File: config.mk
export PLATFORM = sky130hd
export DESIGN_NAME = sorted_insert_priority_queue
export DESIGN_NICKNAME = d
export VERILOG_FILES = /design/src/rtl/sipq_pkg.sv /design/src/rtl/sorted_insert_priority_queue.sv
export VERILOG_INCLUDE_DIRS = /design/src /design/src/rtl
export SDC_FILE = /design/constraint.sdc
export NUM_CORES = 1
export LEC_CHECK = 0
export BUFFER_PORTS_ARGS = -buffer_cell sky130_fd_sc_hd__buf_4
export CAP_MARGIN = 15
export CORE_ASPECT_RATIO = 0.6
export CORE_UTILIZATION = 40
export CTS_CLUSTER_SIZE = 30
export DETAILED_ROUTE_END_ITERATION = 8
export PLACE_DENSITY_LB_ADDON = 0.2
export SLEW_MARGIN = 20
export SYNTH_ARGS = -nofsm -noshare
export SYNTH_HDL_FRONTEND = slang
export SYNTH_SLANG_ARGS = --single-unit
File: constraint.sdc
create_clock -name clk -period 6.6 [get_ports clk]
set_input_delay 1.32 -clock clk [delete_from_list [all_inputs] [get_ports clk]]
set_output_delay 1.32 -clock clk [all_outputs]
set_load 0.005 [all_outputs]
File: src/rtl/sorted_insert_priority_queue_macros.svh
// ----------------------------------------------------------------------------
// Assertion macros for the sorted insert priority queue
// Concurrent checks clocked on clk and disabled while rst_n is low.
// ----------------------------------------------------------------------------
`ifndef SORTED_INSERT_PRIORITY_QUEUE_MACROS_SVH
`define SORTED_INSERT_PRIORITY_QUEUE_MACROS_SVH

`ifndef SYNTHESIS

// same-cycle implication
`define SIPQ_ASSERT_IMP(label, ante, cons, msg) \
    label: assert property (@(posedge clk) disable iff (!rst_n) (ante) |-> (cons)) \
        else $error(msg);

// next-cycle implication
`define SIPQ_ASSERT_NXT(label, ante, cons, msg) \
    label: assert property (@(posedge clk) disable iff (!rst_n) (ante) |=> (cons)) \
        else $error(msg);

`else

`define SIPQ_ASSERT_IMP(label, ante, cons, msg)
`define SIPQ_ASSERT_NXT(label, ante, cons, msg)

`endif

`endif

File: src/rtl/sipq_pkg.sv
// ----------------------------------------------------------------------------
// sipq_pkg
// Item types and result codes shared by the sorted insert priority queue.
// ----------------------------------------------------------------------------
package sipq_pkg;

    localparam int PRI_W    = 8;
    localparam int TAG_IN_W = 16;
    localparam int POS_W    = 7;

    typedef enum logic
    {
        FUNC_INSERT = 1'b0,
        FUNC_READ   = 1'b1
    } func_t;

    typedef enum logic [1:0]
    {
        RES_ACCEPT = 2'd0,
        RES_DROP   = 2'd1,
        RES_ENTRY  = 2'd2,
        RES_EMPTY  = 2'd3
    } status_t;

    typedef struct packed
    {
        func_t                func;
        logic [PRI_W-1:0]     priority_req;
        logic [TAG_IN_W-1:0]  tag;
    } req_t;

    typedef struct packed
    {
        status_t              status;
        logic [POS_W-1:0]     position;
        logic [PRI_W-1:0]     entry_priority;
        logic [TAG_IN_W-1:0]  entry_tag;
        logic                 last;
    } rsp_t;

endpackage

File: src/rtl/sorted_insert_priority_queue.sv
// ----------------------------------------------------------------------------
// sorted_insert_priority_queue
// Bounded priority queue held in ascending priority order in a slot memory.
// ----------------------------------------------------------------------------
//  channel | signals                  | direction | payload
//  --------+--------------------------+-----------+---------------------------
//  request | req_valid, req_stall     | in        | req  (func, priority, tag)
//  result  | rsp_valid, rsp_stall     | out       | rsp  (status .. last)
//
//  Insert: the scan compares one slot a cycle from the top, moving each larger
//  entry up one slot. A full-queue insert skips the scan and gives RES_DROP.
//  Readout: one result a cycle while not stalled; an empty one gives RES_EMPTY.
//  One item at a time; req_stall is high until the last result is registered.
//  rsp_stall holds the result register and pauses the readout in place.
//  Reset clears state, occupancy, count and rsp_valid; slot contents need none.
// ----------------------------------------------------------------------------
`include "sorted_insert_priority_queue_macros.svh"

module sorted_insert_priority_queue #(
    parameter int CAPACITY = 16,
    parameter int TAG_BITS = 16
) (
    input  logic           clk,
    input  logic           rst_n,
    input  logic           req_valid,
    output logic           req_stall,
    input  sipq_pkg::req_t req,
    output logic           rsp_valid,
    input  logic           rsp_stall,
    output sipq_pkg::rsp_t rsp
);

    localparam int OCC_W   = $clog2(CAPACITY + 1);
    localparam int ADDR_W  = $clog2(CAPACITY);
    localparam int STORE_W = (TAG_BITS < sipq_pkg::TAG_IN_W) ? TAG_BITS
                                                              : sipq_pkg::TAG_IN_W;

    typedef enum logic [4:0]
    {
        S_IDLE  = 5'b00001,
        S_SCAN  = 5'b00010,
        S_PUT   = 5'b00100,
        S_RESP  = 5'b01000,
        S_RDOUT = 5'b10000
    } state_t;

    state_t                       state_reg, state_next;
    logic [OCC_W-1:0]             occ_reg, occ_next;
    logic [OCC_W-1:0]             cnt_reg, cnt_next;
    logic [sipq_pkg::PRI_W-1:0]   pri_reg, pri_next;
    logic [STORE_W-1:0]           tag_reg, tag_next;
    sipq_pkg::status_t            code_reg, code_next;
    logic                         rsp_valid_reg, rsp_valid_next;
    sipq_pkg::rsp_t               rsp_reg, rsp_next;

    logic [sipq_pkg::PRI_W-1:0]   pri_mem [CAPACITY];
    logic [STORE_W-1:0]           tag_mem [CAPACITY];
    logic [sipq_pkg::PRI_W-1:0]   rd_pri_reg;
    logic [STORE_W-1:0]           rd_tag_reg;
    logic [OCC_W-1:0]             rd_idx;
    logic [ADDR_W-1:0]            rd_addr;
    logic                         wr_en;
    logic [sipq_pkg::PRI_W-1:0]   wr_pri;
    logic [STORE_W-1:0]           wr_tag;

    logic                         out_free;
    logic [OCC_W-1:0]             cnt_inc;
    logic                         full;

    assign out_free  = !rsp_valid_reg || !rsp_stall;
    assign cnt_inc   = cnt_reg + OCC_W'(1);
    assign full      = (occ_reg == OCC_W'(CAPACITY));
    assign req_stall = (state_reg != S_IDLE);
    assign rsp_valid = rsp_valid_reg;
    assign rsp       = rsp_reg;

    // read address follows the next counter so the data lines up a cycle on
    assign rd_idx  = (state_next == S_RDOUT) ? cnt_next : cnt_next - OCC_W'(1);
    assign rd_addr = rd_idx[ADDR_W-1:0];

    always_comb
    begin
        state_next     = state_reg;
        occ_next       = occ_reg;
        cnt_next       = cnt_reg;
        pri_next       = pri_reg;
        tag_next       = tag_reg;
        code_next      = code_reg;
        rsp_valid_next = rsp_valid_reg && rsp_stall;
        rsp_next       = rsp_reg;
        wr_en          = 1'b0;
        wr_pri         = rd_pri_reg;
        wr_tag         = rd_tag_reg;

        case (state_reg)
            S_IDLE:
            begin
                if (req_valid)
                begin
                    pri_next = req.priority_req;
                    tag_next = req.tag[STORE_W-1:0];
                    if (req.func == sipq_pkg::FUNC_INSERT)
                    begin
                        cnt_next = occ_reg;
                        if (full)
                        begin
                            code_next  = sipq_pkg::RES_DROP;
                            state_next = S_RESP;
                        end
                        else if (occ_reg == '0)
                        begin
                            state_next = S_PUT;
                        end
                        else
                        begin
                            state_next = S_SCAN;
                        end
                    end
                    else
                    begin
                        cnt_next = '0;
                        if (occ_reg == '0)
                        begin
                            code_next  = sipq_pkg::RES_EMPTY;
                            state_next = S_RESP;
                        end
                        else
                        begin
                            state_next = S_RDOUT;
                        end
                    end
                end
            end

            // read data holds slot cnt-1; larger entries move up one slot
            S_SCAN:
            begin
                if (rd_pri_reg > pri_reg)
                begin
                    wr_en    = 1'b1;
                    cnt_next = cnt_reg - OCC_W'(1);
                    if (cnt_reg == OCC_W'(1))
                    begin
                        state_next = S_PUT;
                    end
                end
                else
                begin
                    state_next = S_PUT;
                end
            end

            S_PUT:
            begin
                wr_en      = 1'b1;
                wr_pri     = pri_reg;
                wr_tag     = tag_reg;
                occ_next   = occ_reg + OCC_W'(1);
                code_next  = sipq_pkg::RES_ACCEPT;
                state_next = S_RESP;
            end

            S_RESP:
            begin
                if (out_free)
                begin
                    rsp_valid_next          = 1'b1;
                    rsp_next.status         = code_reg;
                    rsp_next.position       = '0;
                    rsp_next.entry_priority = '0;
                    rsp_next.entry_tag      = '0;
                    rsp_next.last           = 1'b1;
                    state_next              = S_IDLE;
                end
            end

            S_RDOUT:
            begin
                if (out_free)
                begin
                    rsp_valid_next          = 1'b1;
                    rsp_next.status         = sipq_pkg::RES_ENTRY;
                    rsp_next.position       = sipq_pkg::POS_W'(cnt_inc);
                    rsp_next.entry_priority = rd_pri_reg;
                    rsp_next.entry_tag      = sipq_pkg::TAG_IN_W'(rd_tag_reg);
                    rsp_next.last           = (cnt_inc == occ_reg);
                    cnt_next                = cnt_inc;
                    if (cnt_inc == occ_reg)
                    begin
                        state_next = S_IDLE;
                    end
                end
            end

            default:
            begin
                state_next = S_IDLE;
            end
        endcase
    end

    always_ff @(posedge clk or negedge rst_n)
    begin
        if (!rst_n)
        begin
            state_reg     <= S_IDLE;
            occ_reg       <= '0;
            cnt_reg       <= '0;
            rsp_valid_reg <= 1'b0;
        end
        else
        begin
            state_reg     <= state_next;
            occ_reg       <= occ_next;
            cnt_reg       <= cnt_next;
            rsp_valid_reg <= rsp_valid_next;
        end
    end

    always_ff @(posedge clk)
    begin
        pri_reg  <= pri_next;
        tag_reg  <= tag_next;
        code_reg <= code_next;
        rsp_reg  <= rsp_next;
    end

    // slot memory: one write and one registered read a cycle
    always_ff @(posedge clk)
    begin
        if (wr_en)
        begin
            pri_mem[cnt_reg[ADDR_W-1:0]] <= wr_pri;
            tag_mem[cnt_reg[ADDR_W-1:0]] <= wr_tag;
        end
        rd_pri_reg <= pri_mem[rd_addr];
        rd_tag_reg <= tag_mem[rd_addr];
    end

    `SIPQ_ASSERT_IMP(a_occ_bound, 1'b1, occ_reg <= OCC_W'(CAPACITY), "occupancy over capacity")
    `SIPQ_ASSERT_IMP(a_scan_cnt, state_reg == S_SCAN, cnt_reg != '0, "scan below slot zero")
    `SIPQ_ASSERT_NXT(a_occ_step, state_reg != S_PUT, $stable(occ_reg), "occupancy moved off put")
    `SIPQ_ASSERT_IMP(a_pos_range,
                     rsp_valid && rsp.status == sipq_pkg::RES_ENTRY,
                     rsp.position != '0 && rsp.position <= sipq_pkg::POS_W'(occ_reg),
                     "readout position out of range")

endmodule
==> results of run 1 <==
cell usage in the layout (no fill, tap or decap), types with 4 or more instances in the layout:
master | netlist | layout
clkbuf_1 | 18 | 8
xnor2_1 | 9 | 9
xor2_1 | 5 | 5
clkinv_2 | 0 | 10
nor4_2 | 0 | 4
clkbuf_16 | 0 | 46
mux4_2 | 96 | 96
nand2b_1 | 4 | 4
nor3_1 | 8 | 4
edfxtp_1 | 442 | 442
a21oi_1 | 6 | 5
nand3_1 | 9 | 9
a22oi_1 | 24 | 24
nor2_4 | 1 | 6
nand2_1 | 94 | 94
buf_4 | 8 | 96
clkinv_1 | 2 | 5
dfxtp_1 | 24 | 24
and2_1 | 32 | 32
o211ai_1 | 26 | 26
nand4_1 | 8 | 8
o21ai_1 | 4 | 4
bufinv_16 | 0 | 6
nor3_2 | 1 | 5
o21ai_0 | 14 | 14
nor2_1 | 26 | 20
inv_1 | 42 | 42
ha_1 | 16 | 16
dfrtp_1 | 15 | 15
cells by family after synthesis:
kind of cell / Yosys count / synth area share [%]
AOI/OAI and AO/OA: 101 / 4.05
xor gates and xnor gates: 19 / 1.25
adders and majority gates: 16 / 1.05
buffers and inverters: 96 / 2.47
DFF: 482 / 74.3
muxes: 96 / 11.3
other: 1 / 0.0197
and+or+nand+nor: 211 / 5.55
layout make-up:
class | instances | area (um^2)
Fill cell | 3921 | 24600
Sequential cell | 482 | 14200
Clock buffer | 56 | 1210
Tap cell | 630 | 788
Inverter | 48 | 185
Clock inverter | 21 | 267
Multi-Input combinational cell | 445 | 4570
Timing Repair Buffer | 101 | 827
worst paths after layout:
| path | start | slack [ns] | endpoint | depth (start not counted) |
|---|---|---|---|---|
| max in group asynchronous | rst_n | 5.69 | state_reg[0]$_DFF_PN1_ | 1 |
| worst min register to register | code_reg[1]$_SDFFCE_PP0P_ | 0.51 | rsp[33]$_SDFFCE_PP1P_ | 1 |
| worst max register to register | cnt_reg[0]$_DFF_PN0_ | 2.04 | rd_tag_reg[9]$_DFF_P_ | 11 |
| worst min-delay path | code_reg[1]$_SDFFCE_PP0P_ | 0.51 | rsp[33]$_SDFFCE_PP1P_ | 1 |
| worst max-delay path | cnt_reg[0]$_DFF_PN0_ | 2.04 | rd_tag_reg[9]$_DFF_P_ | 11 |
| min in group asynchronous | rst_n | 0.64 | state_reg[3]$_DFF_PN0_ | 1 |
worst max-delay path, stage by stage (launching register included):
cell      delay [ns]
dfrtp_1         0.58
ha_1            0.42
xor3_1          0.37
nor3_1          0.32
nand4_1         0.22
a21oi_2         0.46
nand2_1         0.32
xnor2_4         0.68
buf_12          0.33
mux4_2          0.34
a22oi_1         0.22
o211ai_1        0.12
power breakdown:
group / total (uW) / internal (uW) / switching (uW)
combinational: 4600 / 1970 / 2620
sequential: 4160 / 4000 / 157
clock: 2630 / 1530 / 1100
total: 11400 / 7500 / 3880
metal layers:
metal	vias up	routed length (um)	GRT usage (%)
li1	4229	-	-
met1	5091	21600	28.7
met2	303	19200	27.2
met3	56	2800	3.31
met4	0	637	3.53
met5	-	0	0
through the flow:
stage	hold WS (ns)	util [%]	total power [uW]	instances
2_1_floorplan	0.477	-	7460	1023
3_3_place_gp	0.488	43.9	8690	1703
3_5_place_dp	0.506	43.9	8820	1704
4_1_cts	0.519	47.1	11400	1781
5_1_grt	0.526	47.2	12000	1783
6_report	0.514	47.2	11400	1783
==> results.toml, run 1 <==
[run_status]
outcome = "completed"

[timing]
finalSetupViolCount = 0
worst_pin_slew_ns = 0.807
tns_ns = 0
rsz0062_at_grt = "false"
timing.fmax_mhz = 219
finClkSkew_ns = 0.0137
fin_ws_ns = 2.04
max_slew_margin_pct = 46.2
maxSlewViolCount = 0
final_hold_viol_count = 0
period_needed_ns = 4.56
finalCritPeriodShare_pct = 69.2

[global_routing]
grt_pass1_wl_um = 65000
grt_use_total_pct = 18.5
overflow = 0
antenna_found_initial = 0
grt_max_degree = 51
grt_pass1_vias = 9526

[clock_network]
cts_htree_levels = 2
cts_hold_buf = 0
cts_post_setup_buffers_inserted = 0
clockRootBuffer = "clkbuf_16"
clkTransAtPathRegs_ns = 0.06
clock_path_buffers = 3
cts_resized = 0
cts.sinks = 482
numCtsBuffers = 44
cts_tree = "done"
clk_latency_ns = 0.55

[yosys]
synth.distinct_cells = 74
synth_top_cell_area_share_pct = 69.6
synth_area_per_cell_um2 = 18.7
syn-instance-count = 1022
async_flop_share_pct = 3.32
synth_edf_count = 442
synth_area_leaders = "edfxtp_1 (70%), mux4_2 (11%), dfxtp_1 (2.5%), dfrtp_1 (2.0%), nand2_1 (1.9%)"
ys_ff_latch = 482
syn_area_um2 = 19100
synth_flop_cell = "edfxtp_1"
synth_most_common_cell = "edfxtp_1"
synth_area_leader_cell = "edfxtp_1"
yosysWarnings = 0
netlist_top_cells_count = "edfxtp_1 (442), mux4_2 (96), nand2_1 (94)"
ys_seq_area_share_pct = 74.3

[critical_path]
worstSetupPathType = "reg2reg"
critPathLaunchType = "register"
worstPathMaxFanout = 34
crit_path_end_kind = "register"
arrival_ns = 4.96
crit_required_ns = 7.00

[route]
drt_iter0_markers = 920
remaining_drc_errors = 0
wl_per_cell_um = 24.8
drt_first_pass_iters = 5
routed-via-count = 9679
viasPerCell = 5.43
postRouteAntennaNets = 0
wl_um = 44200

[placement]
dpl_worst_slack_ns = 1.58
post_dp_cell_area_um2 = 20500
dp_hpwl_um = 23800
io_buffer_count = 62
globalplace.congestion = 0.849

[job]
cap_violations = 0

[die]
die_x_um = 284
initial_utilization_pct = 40.9
num_rows = 61
die_area_um2 = 48600
coreArea_um2 = 46600
die_h_um = 171
pin_count = 65

[cells_and_area]
nNetsFinal = 1167
stdcell_area_um2 = 22000
diodes = 0
syn2layout_area_growth_pct = 15.4
largest_reg_flops = 256
drive_gt1_share_pct = 26.5

[power_and_ir_drop]
ir_drop_v = 0.000458
powerDensity_nw_per_um2 = 517
p_leak_uw = 0.00743

[hold_path]
min_path_type = "reg2reg"
Power figures use the tool's default switching activity.
==> run 2, diff against run 1 <==
clock period = 4.7 ns   (was 6.6 ns; I/O delays follow)
==> results.toml, run 2 (synthesis gave the netlist of run 1 again) <==
[die]
die_h_um = 171
initial_utilization_pct = 40.9
die_x_um = 284
coreArea_um2 = 46600
pin_count = 65
num_rows = 61
die_area_um2 = 48600

[timing]
finClkSkew_ns = 0.0216
finalCritPeriodShare_pct = 88.7
tns_ns = 0
period_needed_ns = 4.17
finalSetupViolCount = 0
rsz0062_at_grt = "false"
timing.fmax_mhz = 240
worst_pin_slew_ns = 1.04
max_slew_margin_pct = 30.4
maxSlewViolCount = 0
final_hold_viol_count = 0

[cells_and_area]
instances_no_fill = 1787
layout_commonest_cell = "edfxtp_1"
drive_gt1_share_pct = 26.2
final_cell_mix = "edfxtp_1 (442), mux4_2 (96), nand2_1 (94), buf_4 (94), clkbuf_16 (46)"
syn2layout_area_growth_pct = 15.4
fill_cells = 3870
multi_input_area_um2 = 4570
regArea_um2 = 14200
nNetsFinal = 1167
diodes = 0
largest_reg_flops = 256

[power_and_ir_drop]
ir_drop_v = 0.000379
powerDensity_nw_per_um2 = 726
power_uw = 16000
p_leak_uw = 0.00741
combPwrFrac_pct = 40.4
switching_share_pct = 34.1
sequentialPowerShare_pct = 36.4
internal-power_uw = 10500
switchingPower_uw = 5450
power_frac_clock_pct = 23.1

[global_routing]
antenna_found_initial = 0
grt_max_degree = 55
grt_busiest_layer = "met1"
grt_pass1_wl_um = 64000
grt_pass1_vias = 9600
met1_usage_pct = 28.8
grt_use_total_pct = 18.2
overflow = 0
grtUsageMet2_pct = 25.6
use_met3_pct = 3.63

[critical_path]
arrival_ns = 4.60
worstSetupPathType = "reg2reg"
slowest_stage = "mux4_2"
slowest_delay_ns = 0.59
crit_path_end_kind = "register"
critPathLaunchType = "register"
rr_endpoint = "rd_pri_reg[3]$_DFF_P_"
rr_startpoint = "cnt_reg[0]$_DFF_PN0_"
worstPathMaxFanout = 54
r2r_slack_ns = 0.53
rr_worst_depth = 10
crit_chain = "ha_1 -> xor3_1 -> nor3_1 -> nand4_1 -> a21oi_2 -> xnor2_4 -> buf_12 -> mux4_2 -> a22oi_1 -> o211ai_1"
crit_required_ns = 5.13

[placement]
io_buffer_count = 62
numPlacedInstances = 1705
dp_hpwl_um = 24100
globalplace.congestion = 0.841

[route]
wl_per_cell_um = 24.1
remaining_drc_errors = 0
routed-via-count = 9596
postRouteAntennaNets = 0
wl_um = 43100
drt_first_pass_iters = 5
viasPerCell = 5.37
drt_iter0_markers = 997

[clock_network]
cts_resized = 0
clock_path_buffers = 3
cts_post_setup_buffers_inserted = 0
cts_tree = "done"
cts_hold_buf = 0
clk_latency_ns = 0.56
clockRootBuffer = "clkbuf_16"
cts_htree_levels = 2
numCtsBuffers = 45
cts.sinks = 482
clkTransAtPathRegs_ns = 0.06

[run_status]
outcome = "completed"

[job]
cap_violations = 0

[hold_path]
min_path_type = "in2async"
## run 2: layout make-up
type | count | area share [%]
clock buffer | 64 | 5.86
clock inverter | 18 | 0.910
inverter | 48 | 0.842
multi-input combinational | 445 | 20.8
sequential | 482 | 64.3
tap | 630 | 3.58
timing repair buffer | 100 | 3.71
## run 2: critical path, delay by kind of cell, from the launching register on
family,cells,cell delay [ns]
flops,1,0.55
compound gates,3,0.87
mux,1,0.59
buf+inv,1,0.41
simple gates,2,0.50
fa+ha+maj,1,0.44
xor+xnor,2,0.62
## run 2: per-stage QoR
step / utilization [%] / hold WS, ns / setup slack, ns / area [um^2]
after floorplan: - / 0.477 / 0.407 / 19100
after global placement: 43.9 / 0.497 / 0.361 / 20500
after detailed placement: 44.0 / 0.507 / 0.444 / 20500
after CTS: 47.2 / 0.237 / 0.467 / 22000
after global routing: 47.2 / 0.253 / 0.178 / 22000
final: 47.2 / 0.251 / 0.531 / 22000
## run 2: how the worst max path moves through the flow
stage | start | endpoint | slack (ns) | cells after the start
after floorplan | state_reg[3]$_DFF_PN0_ | pri_mem[1][0]$_DFFE_PP_ | 0.41 | 7
after global placement | cnt_reg[0]$_DFF_PN0_ | rd_pri_reg[7]$_DFF_P_ | 0.36 | 10
after detailed placement | rsp_stall | rd_pri_reg[3]$_DFF_P_ | 0.44 | 14
after CTS | cnt_reg[0]$_DFF_PN0_ | rd_pri_reg[3]$_DFF_P_ | 0.47 | 10
after global routing | cnt_reg[0]$_DFF_PN0_ | rd_pri_reg[1]$_DFF_P_ | 0.18 | 10
final | cnt_reg[0]$_DFF_PN0_ | rd_pri_reg[3]$_DFF_P_ | 0.53 | 10
## run 2: layer usage
| layer | wire, um | vias up |
|---|---|---|
| met2 | 18100 | 293 |
| li1 | - | 4226 |
| met1 | 21400 | 5029 |
| met5 | 0 | - |
| met3 | 2930 | 48 |
| met4 | 663 | 0 |
## run 2: power groups by stage
stage | clock network (uW) | logic, uW | registers, uW
2_1_floorplan | 0 | 4650 | 5820
3_3_place_gp | 0 | 6420 | 5910
3_5_place_dp | 0 | 6560 | 5910
4_1_cts | 3780 | 6560 | 5820
5_1_grt | 3960 | 7090 | 5850
6_report | 3700 | 6460 | 5820
